`config.mk`:
```
export PLATFORM = sky130hd
export DESIGN_NAME = bup_ctrl
export DESIGN_NICKNAME = d
export VERILOG_FILES = /design/src/hw/rtl/bup_pkg.sv /design/src/hw/rtl/bup_ctrl.sv
export SDC_FILE = /design/constraint.sdc
export NUM_CORES = 1
export LEC_CHECK = 0
export BUFFER_PORTS_ARGS = -buffer_cell sky130_fd_sc_hd__buf_2
export CORE_AREA = 2 2 39 41
export DETAILED_ROUTE_END_ITERATION = 6
export DIE_AREA = 0 0 41 43
export PLACE_DENSITY_LB_ADDON = 0.12
export SYNTH_ARGS = -nofsm -noshare
export SYNTH_HDL_FRONTEND = slang
export SYNTH_SLANG_ARGS = --single-unit
```
`constraint.sdc`:
```
create_clock -name clk -period 2.2 [get_ports clk]
set_clock_uncertainty 0.05 [all_clocks]
set_input_delay 0.11 -clock clk [delete_from_list [all_inputs] [get_ports clk]]
set_output_delay 0.11 -clock clk [all_outputs]
set_load 0.1 [all_outputs]
```
`src/hw/rtl/bup_pkg.sv`:
```
// Shared types, constants and arithmetic helpers of the x8 bilinear upscaler.
// No dependencies; bup_ctrl, bup_dp, the top level and the testbench refer to this package.
`timescale 1ns / 1ps

package bup_pkg;

	// Default frame geometry
	localparam int DEF_SOURCE_WIDTH  = 32;
	localparam int DEF_SOURCE_HEIGHT = 32;

	// Fixed-point format of the source position
	localparam int FRAC_BITS = 10;
	localparam logic [10:0] FRAC_ONE = 11'd1024;

	// Centre-aligned mapping: pos = dst * 128 + 64 - 512, clamped at zero
	localparam int          UP_SHIFT   = 7;
	localparam logic [7:0]  DST_MIN    = 8'd4;
	localparam logic [14:0] POS_OFFSET = 15'd448;

	// Register reset value
	localparam logic [15:0] OUT_MAX_RESET = 16'd179;

	// Command field codes
	localparam logic CMD_LOAD  = 1'b0;
	localparam logic CMD_QUERY = 1'b1;

	// Neighbor fetch order
	localparam logic [1:0] NBR_LL = 2'd0;  // x0, y0
	localparam logic [1:0] NBR_HL = 2'd1;  // x1, y0
	localparam logic [1:0] NBR_LH = 2'd2;  // x0, y1
	localparam logic [1:0] NBR_HH = 2'd3;  // x1, y1

	// One mapped axis: neighbor pair and 10-bit fraction
	typedef struct packed {
		logic [7:0] lo;
		logic [7:0] hi;
		logic [9:0] frac;
	} axis_t;

	// Controller to datapath commands
	typedef struct packed {
		logic       take;    // request accepted this cycle
		logic       rd_en;   // issue a frame read
		logic [1:0] nbr;     // which neighbor to read
		logic       cap_lo;  // capture read data as low operand
		logic       ld_v0;   // top row interpolation into v0
		logic       ld_v1;   // bottom row interpolation into v1
		logic       ld_out;  // vertical interpolation into output register
	} ctl_cmd_t;

	// Datapath to controller status
	typedef struct packed {
		logic out_stall;  // output register full and not taken
	} dp_stat_t;

	// Map a fine-grid coordinate onto a source axis whose last index is last
	function automatic axis_t map_axis(input logic [7:0] dst, input logic [7:0] last);
		logic [14:0] pos;
		logic [7:0]  i0;
		logic [9:0]  fr;
		axis_t       a;
		pos = (dst >= DST_MIN) ? ((15'(dst) << UP_SHIFT) - POS_OFFSET) : 15'd0;
		i0  = {3'b000, pos[14:FRAC_BITS]};
		fr  = pos[FRAC_BITS-1:0];
		// beyond the frame: pin to the edge, no fraction
		if (i0 > last) begin
			i0 = last;
			fr = '0;
		end
		a.lo   = i0;
		a.hi   = (i0 < last) ? (i0 + 8'd1) : last;
		a.frac = fr;
		return a;
	endfunction

	// (a * (1024 - f) + b * f) / 1024, truncated
	function automatic logic [15:0] lerp(input logic [15:0] a, input logic [15:0] b,
			input logic [9:0] f);
		logic [26:0] s;
		s = 27'(a) * 27'(FRAC_ONE - {1'b0, f}) + 27'(b) * 27'(f);
		return s[25:10];
	endfunction

endpackage

```
`src/hw/rtl/bup_ctrl.sv`:
```
// Controller of the x8 bilinear upscaler: sequences reads and interpolation steps.
// Depends on bup_pkg.
`timescale 1ns / 1ps

module bup_ctrl (
	input  logic              clk,
	input  logic              arst_n,
	input  logic              req_valid,
	input  logic              req_command,
	output logic              req_ready,
	input  bup_pkg::dp_stat_t stat,
	output bup_pkg::ctl_cmd_t cmd
);

	typedef enum logic [3:0] {
		ST_IDLE = 4'b0001,
		ST_READ = 4'b0010,
		ST_LAST = 4'b0100,
		ST_FIN  = 4'b1000
	} state_t;

	state_t     state_q, state_nx;
	logic [1:0] nbr_q;
	logic       take;

	assign req_ready = (state_q == ST_IDLE);
	assign take      = req_valid && req_ready;

	// Next state
	always_comb begin
		state_nx = state_q;
		unique case (state_q)
			ST_IDLE: begin
				if (take && req_command == bup_pkg::CMD_QUERY) begin
					state_nx = ST_READ;
				end
			end
			ST_READ: begin
				if (nbr_q == bup_pkg::NBR_HH) begin
					state_nx = ST_LAST;
				end
			end
			ST_LAST: state_nx = ST_FIN;
			ST_FIN: begin
				if (!stat.out_stall) begin
					state_nx = ST_IDLE;
				end
			end
			default: state_nx = ST_IDLE;
		endcase
	end

	// State and neighbor counter
	always_ff @(posedge clk or negedge arst_n) begin
		if (!arst_n) begin
			state_q <= ST_IDLE;
			nbr_q   <= bup_pkg::NBR_LL;
		end else begin
			state_q <= state_nx;
			if (state_q == ST_READ) begin
				nbr_q <= nbr_q + 2'd1;
			end else begin
				nbr_q <= bup_pkg::NBR_LL;
			end
		end
	end

	// Commands: read data comes back in the cycle after its address
	always_comb begin
		cmd        = '0;
		cmd.take   = take;
		cmd.nbr    = nbr_q;
		cmd.rd_en  = (state_q == ST_READ);
		cmd.cap_lo = (state_q == ST_READ) &&
			(nbr_q == bup_pkg::NBR_HL || nbr_q == bup_pkg::NBR_HH);
		cmd.ld_v0  = (state_q == ST_READ) && (nbr_q == bup_pkg::NBR_LH);
		cmd.ld_v1  = (state_q == ST_LAST);
		cmd.ld_out = (state_q == ST_FIN) && !stat.out_stall;
	end

endmodule

```
* After elaboration in Yosys (flattened, before gate mapping) *
Index checks and enable logic that the tools add are counted.

operators by class
  add/sub/neg operators = 1
  $mul = 0
  div/mod/pow operators = 0
  $lt $le $gt $ge = 0
  equality and inequality tests = 10
  shift operators = 0
  muxes and demuxes = 5
  bitwise operators = 0
  reductions and logical operators = 8

operators with widths
  kind                   count
  $pmux W4 S4            1
  $mux W4                3
  $logic_and A1 B1 Y1    5
  $eq A2 B2 Y1 const B   2
  $eq A4 B1 Y1 const B   1
  $eq A4 B2 Y1 const B   1
  $eq A4 B3 Y1 const B   1
  $eq A4 B4 Y1 const B   1
  $ne A2 B1 Y1 const B   2
  $reduce_and A3 Y1      1
  $add A2 B1 Y2 const B  1
  $eq A2 B1 Y1 const B   1
  $mux W2                1
  $ne A2 B2 Y1 const B   1
  $logic_not A1 Y1       1
  $logic_or A1 B1 Y1     1

storage, ports and cells
  flip-flop bits (word level) = 6
  bits in latches = 0
  bits in writable memories = 0
  bits in read-only memories = 0
  input port bits = 5
  output and inout port bits = 9
  word-level logic and storage cells = 26
  memories kept = 0

* Logic depth before layout (Yosys ltp) *
Gate-level depths: netlist of run 1.

  depth in word-level cells = 5
  gate-level depth with buffers = 4
  gate-level depth less buffers = 4

* Least setup slack after synthesis of run 1 *
Ideal clock, no wire load.

  path kind = reg-to-output
  start point = reg state_q[1]
  end point = out cmd[0] (netlist name)
  arrival = 3.771 ns
  required time = 2.040 ns
  path slack = -1.731 ns
  cell stages (with the launch flop) = 3
  buffers on the path = 0
  cells stage by stage = dfrtp_1 -> or2_1 -> nor4b_1

RTL lines
  what                    line            RTL
  from (decl)             bup_ctrl.sv:22  state_t state_q, state_nx;
  from (signal assigned)  bup_ctrl.sv:59  state_q <= state_nx;
  to (decl)               bup_ctrl.sv:12  output bup_pkg::ctl_cmd_t cmd

==> impl.org, run 1 <==
** Hold path
- Hold path endpoint :: state_q[1]
- The startpoint identified for the worst hold timing path is req_command.
- Class of the most critical hold timing path :: primary input to flop
- Hold Path Cell Cnt :: 3

** Detailed routing
- Dividing the detail-routed wire length by the instance count gives around 10 µm.
- Once detail routing completed, the nets flagged for antenna violations numbered 0.
- In the routed design, unresolved DRC markers number 0.
- Total wire length after detailed routing :: 717 µm
- After detailed routing, the number of vias per cell comes to 4.55.
- The first detailed-routing pass ran for 4 iterations.
- For this block, the initial DRC count from the detailed router was 3.
- The routed layout has 314 vias.

** Floorplanning
- The floorplan step set the die width to about 40 µm.
- The region available for standard cell placement spans 0.00138 mm².
- Site Rows :: 14
- Num ports :: 14
- Starting density of the core :: 25.7%
- From bottom edge to top edge, the die measures 43 µm.
- Die area :: around 0.0018 mm²

** Global route
- After global routing the overflow that remains totals 0.
- Across every metal layer, demand over resource in global routing totals 9.62%.
- Initial antenna violation count :: 0
- Entering global routing, the biggest net connects 8 pins.
- Via count of the first global-routing pass :: 284
- First-pass GRT wire length :: 1150 µm

** Yosys
- Number of nets produced by synthesis :: 45
- Of the total synthesized cell area, the portion taken by full adders, half adders and majority gates is between 10% and 20%.
- Most common flop cell mapped by yosys :: sky130_fd_sc_hd__dfrtp_1
- Synthesis instantiated 22 different standard cells from the library.
- Summed over its instances, the top area cell type makes up 35.2% of the synthesized netlist area.
- By area, the combinational part of the netlist is dominated by simple AND/OR/NAND/NOR gates.
- Synthesis handed over a netlist of 37 instances.
- XOR/XNOR Fraction of Synth Area :: 0%
- Count of flip-flops with a built-in enable after synthesis :: 0
- Summing the areas of all compound-gate instances in the mapped netlist gives 6.69% of the synthesized area.
- By instance count, the leading cell after synthesis is sky130_fd_sc_hd__nor2_1.
- Syn Std Cell Area :: 355 µm²
- Synth top area cells :: sky130_fd_sc_hd__dfrtp_1 (35%), sky130_fd_sc_hd__ha_1 (11%), sky130_fd_sc_hd__dfstp_2 (7.4%)
- Leading area contributor after synthesis :: sky130_fd_sc_hd__dfrtp_1
- By count the netlist is led by sky130_fd_sc_hd__nor2_1 (6), sky130_fd_sc_hd__dfrtp_1 (5), sky130_fd_sc_hd__ha_1 (3).
- The Yosys step of the flow raised 0 warnings.
- For this run, asynchronously set or reset flops after synthesis account for 100%.
- Of the post-synthesis cell area, the part taken by muxes is 0%.
- The synthesized netlist devotes 32.7% of its cell area to simple gates.
- Share of the yosys chip area belonging to registers :: 42.6%
- Synthesis-stage register bit count :: 6
- A synthesized cell averages between 9 and 10 µm².

** Worst setup path
- The worst setup path is captured at an output port.
- WS Path Type :: flop to output port
- Measured in cells, the most critical reg-to-reg path has a length of 3.
- The worst register-to-register path begins at state_q[0].
- Data on the critical path is required at its endpoint by 2.04 ns.
- Setup slack of the most critical reg-to-reg path :: between 0.9 and 1 ns
- Startpoint kind of the worst setup timing path :: flop
- The worst register-to-register path ends at state_q[0].
- In this run the worst path has a maximum fanout of 7.
- Endpoint arrival time on the critical path :: between 1.5 and 2 ns

** Power and ir drop
- Sum of internal, switching and leakage power :: 0.324 mW
- Static Leakage :: 0.255 nW
- Pwr per Cell Area :: 657 mW/mm²
- The worst-case IR drop observed on VDD is 0.208 mV.

** Timing
- Actual slew at the worst max-slew pin :: 0.493 ns
- Highest attainable clock frequency :: 552 MHz
- Setup violations remaining at the end of the flow were counted as 0.
- Final Max Tran Viols :: 0
- Setup repair after global routing left no endpoint under its margin.
- Post-route clock period utilization :: ~80%
- Worst Slack Setup Final :: a little under 0.4 ns
- Setup TNS :: 0 ns
- The hold violation count in the final report came to 0.
- Slew Limit Headroom :: between 60 and 70%
- Shortest period the worst path allows :: about 1.8 ns

** Final layout
- The count of cells in the finished layout, fillers not included, comes to 69.
- Layout cell share with drive strength beyond 1 :: 39.6%
- Nets@finish :: 62
- The area growth from synthesis to layout is 38.7%.
- After filler insertion, the fill cell instance count of the layout stands at 145.
- Final antenna diode count :: 0
- Core Util, Final :: 35.6%

** Job
- # Max-Cap Violations :: 0

** Clock network
- Clk root buf :: sky130_fd_sc_hd__clkbuf_4
- Counting the buffers created by CTS gives 3.
- Setup Fix Bufs, Post-CTS :: 0
- CTS clock-pin slew for the worst setup and hold paths :: 0.05 ns
- Level count of the clock H-tree :: 1
- Post-CTS Hold Buffers :: 1
- Count of clock tree sinks :: 6
- Clock insertion delay at the later pin of the skew report :: 0.24 ns
- Post-cts resize count :: 0
- TritonCTS clock tree :: done
- Longest Clk Path Bufs :: 2

** Placement
- Port Buf Inserts :: 13
- Global placer's final weighted congestion :: 0.685
- Total half-perimeter wirelength after legalization and detailed placement :: 595 µm
- Prior to clock tree synthesis, the placed netlist has a worst setup slack of 0.639 ns.
- In this run, placement finished with an instance count of 64.

** Outcome
- The flow ran to the end, and the final reports show no timing, DRC or antenna violations.
-- logic make-up after synthesis --
family,count (synthesis)
AO/OA/AOI/OAI,4
adder cells (fa/ha/maj),3
buffers and inverters,5
flip-flops,6
AND/OR/NAND/NOR,19
-- routing by layer --
layer / GRT usage (%) / up-vias / part of all wire [%]
met1: 11.9 / 144 / 42
met4: 4.00 / 0 / 0
met2: 14.7 / 8 / 52
met5: 0 / - / 0
met3: 3.14 / 0 / 5.7
li1: - / 162 / -
-- registers in the layout, indices dropped and copies added (netlist names) --
register	count
state_q	4
nbr_q	2
-- where the power goes --
group | internal, mW | switching, mW | leakage [nW] | total (mW)
registers | 0.117 | 0.00543 | 0.0795 | 0.122
logic | 0.0226 | 0.0714 | 0.160 | 0.0940
clock network | 0.0686 | 0.0388 | 0.0150 | 0.107
total | 0.208 | 0.116 | 0.255 | 0.324
-- placed cells by master (no fill, tap or decap), drive strengths merged, types with 2 or more instances in the layout --
| cell | Yosys | routed |
|---|---|---|
| nor2 | 6 | 6 |
| ha | 3 | 3 |
| clkbuf | 0 | 4 |
| and3 | 2 | 2 |
| nor4b | 2 | 2 |
| dfrtp | 5 | 5 |
| buf | 2 | 13 |
| a21oi | 2 | 2 |
| inv | 3 | 3 |
-- stage by stage --
step	instance area (µm²)	hold WS, ns
after floorplan	390	-0.236
after global placement	457	-0.103
after detailed placement	457	-0.101
after CTS	493	0.0874
after global routing	493	0.115
final	493	0.0869
-- worst max-delay path by stage --
| stage | startpoint | endpoint | slack, ns | cells after the start |
|---|---|---|---|---|
| floorplan | state_q[0] | cmd[7] | -0.04 | 3 |
| detailed placement | state_q[2] | cmd[3] | 0.64 | 4 |
| CTS | state_q[2] | cmd[3] | 0.37 | 4 |
| global route | state_q[2] | cmd[3] | 0.25 | 4 |
| global placement | state_q[1] | cmd[0] | 0.65 | 3 |
| finish | state_q[2] | cmd[3] | 0.39 | 4 |
-- cell type report --
class                      instances  area [µm²]  area share, %
inverter                           3        11.3           2.28
multi-input combinational         26         209           42.4
clock buffer                       4        26.3           5.33
timing repair buffer              14        75.1           15.2
sequential                         6         151           30.7
tap                               16        20.0           4.06
-- critical path: stages, from the launching register on --
cell and delay (ns):
sky130_fd_sc_hd__dfrtp_1 0.48, sky130_fd_sc_hd__nor2_1 0.18, sky130_fd_sc_hd__nand2_1 0.18, sky130_fd_sc_hd__nor2_4 0.14, sky130_fd_sc_hd__buf_2 0.43
Power figures use the tool's default switching activity.
==> inputs of run 2 (changes only) <==
==> constraint.sdc (replaced) <==
create_clock -name clk -period 1.9 [get_ports clk]
set_clock_uncertainty 0.05 [all_clocks]
set_input_delay 0.095 -clock clk [delete_from_list [all_inputs] [get_ports clk]]
set_output_delay 0.095 -clock clk [all_outputs]
set_load 0.1 [all_outputs]
==> impl.org, run 2 (same netlist as run 1, synthesis figures left out) <==
** Worst setup path
- The worst setup path is launched from a flop.
- WS Path Type :: flop to output port
- Maximum fanout along the worst path :: 5 (-2)
- The arrival time at the worst endpoint was 1.66 ns (about the same).
- The required time at the worst-slack endpoint came to 1.75 ns (-0.29 ns).
- Critical path endpoint category :: output port

** Timing
- The worst slew margin relative to its limit came to 67.7% (+0.37 points).
- Highest attainable clock frequency :: 553 MHz
- Setup repair after global routing missed its margin :: false
- Setup TNS :: 0 ns (unchanged)
- The smallest clock period supported by the final layout is computed as 1.81 ns.
- Post-Route Hold Slack :: 0.0717 ns (-0.0153 ns)
- Worst Slack Setup Final :: 0.0901 ns (-0.297 ns)
- Final hold violations :: 0 (unchanged)
- The worst path uses a little over nine tenths of the clock period.
- The final setup violation count is 0 (unchanged).
- The total count of max-transition violations in the final report is 0 (unchanged).
- The slew of the pin with the lowest slew margin was 0.487 ns (-0.00554 ns).

** Clock network
- CTS clock-pin slew for the worst setup and hold paths :: 0.04 ns (about the same)
- Longest Clk Path Bufs :: 2 (unchanged)
- TritonCTS clock tree :: done
- Level count of the clock H-tree :: 1 (unchanged)
- Clk root buf :: sky130_fd_sc_hd__clkbuf_4
- Count of clock tree sinks :: 6 (unchanged)
- Clock insertion delay at the later pin of the skew report :: 0.25 ns (about the same)
- Number of CTS-inserted buffers :: 3 (unchanged)

** Final layout
- The layout cell share with drive strength beyond 1 was 43.4% (+3.8 points).
- The multi-input gate area in the final layout is 209 µm² (unchanged).
- Number of flip-flops under the largest register name :: 4 (unchanged)
- More flip-flops sit in one register than any other, and that register is state_q.
- Final instance area :: 498 µm² (+1.0%)
- Leaving out fill and tap cells, the most frequent cells in the layout are sky130_fd_sc_hd__buf_2 (12), sky130_fd_sc_hd__nor2_1 (5), sky130_fd_sc_hd__clkbuf_4 (4).
- The area used by sequential logic in the layout came to 154 µm² (+1.7%).
- The layout net count is 62 (unchanged).
- Top flop regs :: state_q x4, nbr_q x2
- The library cell used most frequently in the layout, excluding fill and tap cells, is sky130_fd_sc_hd__buf_2.
- Post-route non-filler standard cell count :: 69 (unchanged)
- Number of inserted filler cells in the final layout :: 154 (+6.2%)
- Final antenna diode count :: 0 (unchanged)
- The end-of-flow core utilization is 36.0% (+0.36 points).
- From synthesis to final layout, the design area changed by 40.1%.

** Outcome
- Run status :: finished, final reports clean

** Global route
- First-pass GRT wire length :: 1350 µm (+17%)
- Met2 capacity usage during global routing :: 16.9% (+2.2 points)
- The number of global-route vias before repair came to 324 (+14%).
- The number of antenna violations at the first check in global routing came to 0 (unchanged).
- The global routing usage on met1 is 13.6% (+1.7 points).
- The total congestion overflow is 0 (unchanged).
- The overall global routing resource usage came to 11.4% (+1.8 points).
- Fraction of met3 tracks used by global routing :: 3.14% (unchanged)
- The largest net degree at the start of global routing is 8 (unchanged).
- Most heavily used metal layer in global routing :: met2

** Floorplanning
- The total I/O pin count was 14 (unchanged).
- The starting density of the core came to 25.7% (unchanged).
- The die boundary width is 41 µm (unchanged).
- Die area :: 0.00176 mm² (unchanged)
- Die Height :: 43 µm (unchanged)
- Site Rows :: 14 (unchanged)
- Core box area :: 0.00138 mm² (unchanged)

** Power and ir drop
- The total power per unit cell area is 759 mW/mm² (+15%).
- The maximum vdd ir drop was 0.241 mV (+16%).
- The final total power is 0.378 mW (+17%).
- Static Leakage :: 0.250 nW (-1.6%)

** Detailed routing
- The mean number of vias per cell is 4.35 (-4.5%).
- First-pass DRT Iterations :: 4 (unchanged)
- The routed via count was 300 (-4.5%).
- Wire length per cell after detailed routing :: 10.3 µm (-0.42%)
- Violation count after the first detailed-route iteration :: 2 (-1)
- Total wire length after detailed routing :: 714 µm (-0.42%)
- The count of unresolved DRC violations after routing came to 0 (unchanged).
- The count of nets left with antenna violations after detail routing is 0 (unchanged).

** Placement
- The number of placed cells counting well taps was 64 (unchanged).
- The number of buffers inserted by port buffering was 13 (unchanged).
- The global placer's final weighted congestion was 0.686 (+0.10%).
- Placed standard-cell area :: 459 µm² (+0.55%)
- The worst setup slack before clock tree synthesis came to 0.351 ns (-0.288 ns).

** Job
- # Max-Cap Violations :: 0 (unchanged)

** Hold path
- Class of the most critical hold timing path :: primary input to flop
## run 2: final timing paths
check | depth (start not counted) | slack [ns] | endpoint | startpoint
max | 3 | 0.09 | cmd[0] | state_q[1]
min | 3 | 0.07 | state_q[1] | req_command
max reg2reg | 3 | 0.68 | state_q[0] | state_q[0]
min reg2reg | 1 | 0.43 | nbr_q[0] | nbr_q[0]
max in group asynchronous | 2 | 1.42 | state_q[0] | arst_n
min in group asynchronous | 2 | 0.15 | state_q[2] | arst_n
## run 2: critical path: stages, from the launching register on
cell and delay [ns]:
sky130_fd_sc_hd__dfrtp_1 0.41, sky130_fd_sc_hd__or2_1 0.33, sky130_fd_sc_hd__nor4b_4 0.22, sky130_fd_sc_hd__buf_2 0.46
## run 2: cell type report
type | instances | share of cell area (%)
timing repair buffer | 14 | 15.6
multi-input combinational | 26 | 42.0
tap | 16 | 4.02
sequential | 6 | 30.9
clock buffer | 4 | 5.28
inverter | 3 | 2.26
## run 2: timing repair
action / CTS / global route
endpoints found under the setup margin: 0 / 1
hold buffers: 1 / 0
resized for setup: 0 / 1
hold endpoints to repair: 6 / 0
setup buffers: 0 / 0
## run 2: power breakdown
part           total, mW  switching [mW]  internal, mW
Sequential         0.142         0.00592         0.136
Combinational      0.109          0.0827        0.0262
Clock              0.127          0.0477        0.0797
Total              0.378           0.136         0.241
## run 2: layer usage
| metal | routed length [µm] | vias up |
|---|---|---|
| met5 | 0 | - |
| met4 | 17 | 0 |
| met3 | 47 | 2 |
| met2 | 352 | 10 |
| met1 | 297 | 131 |
| li1 | - | 157 |
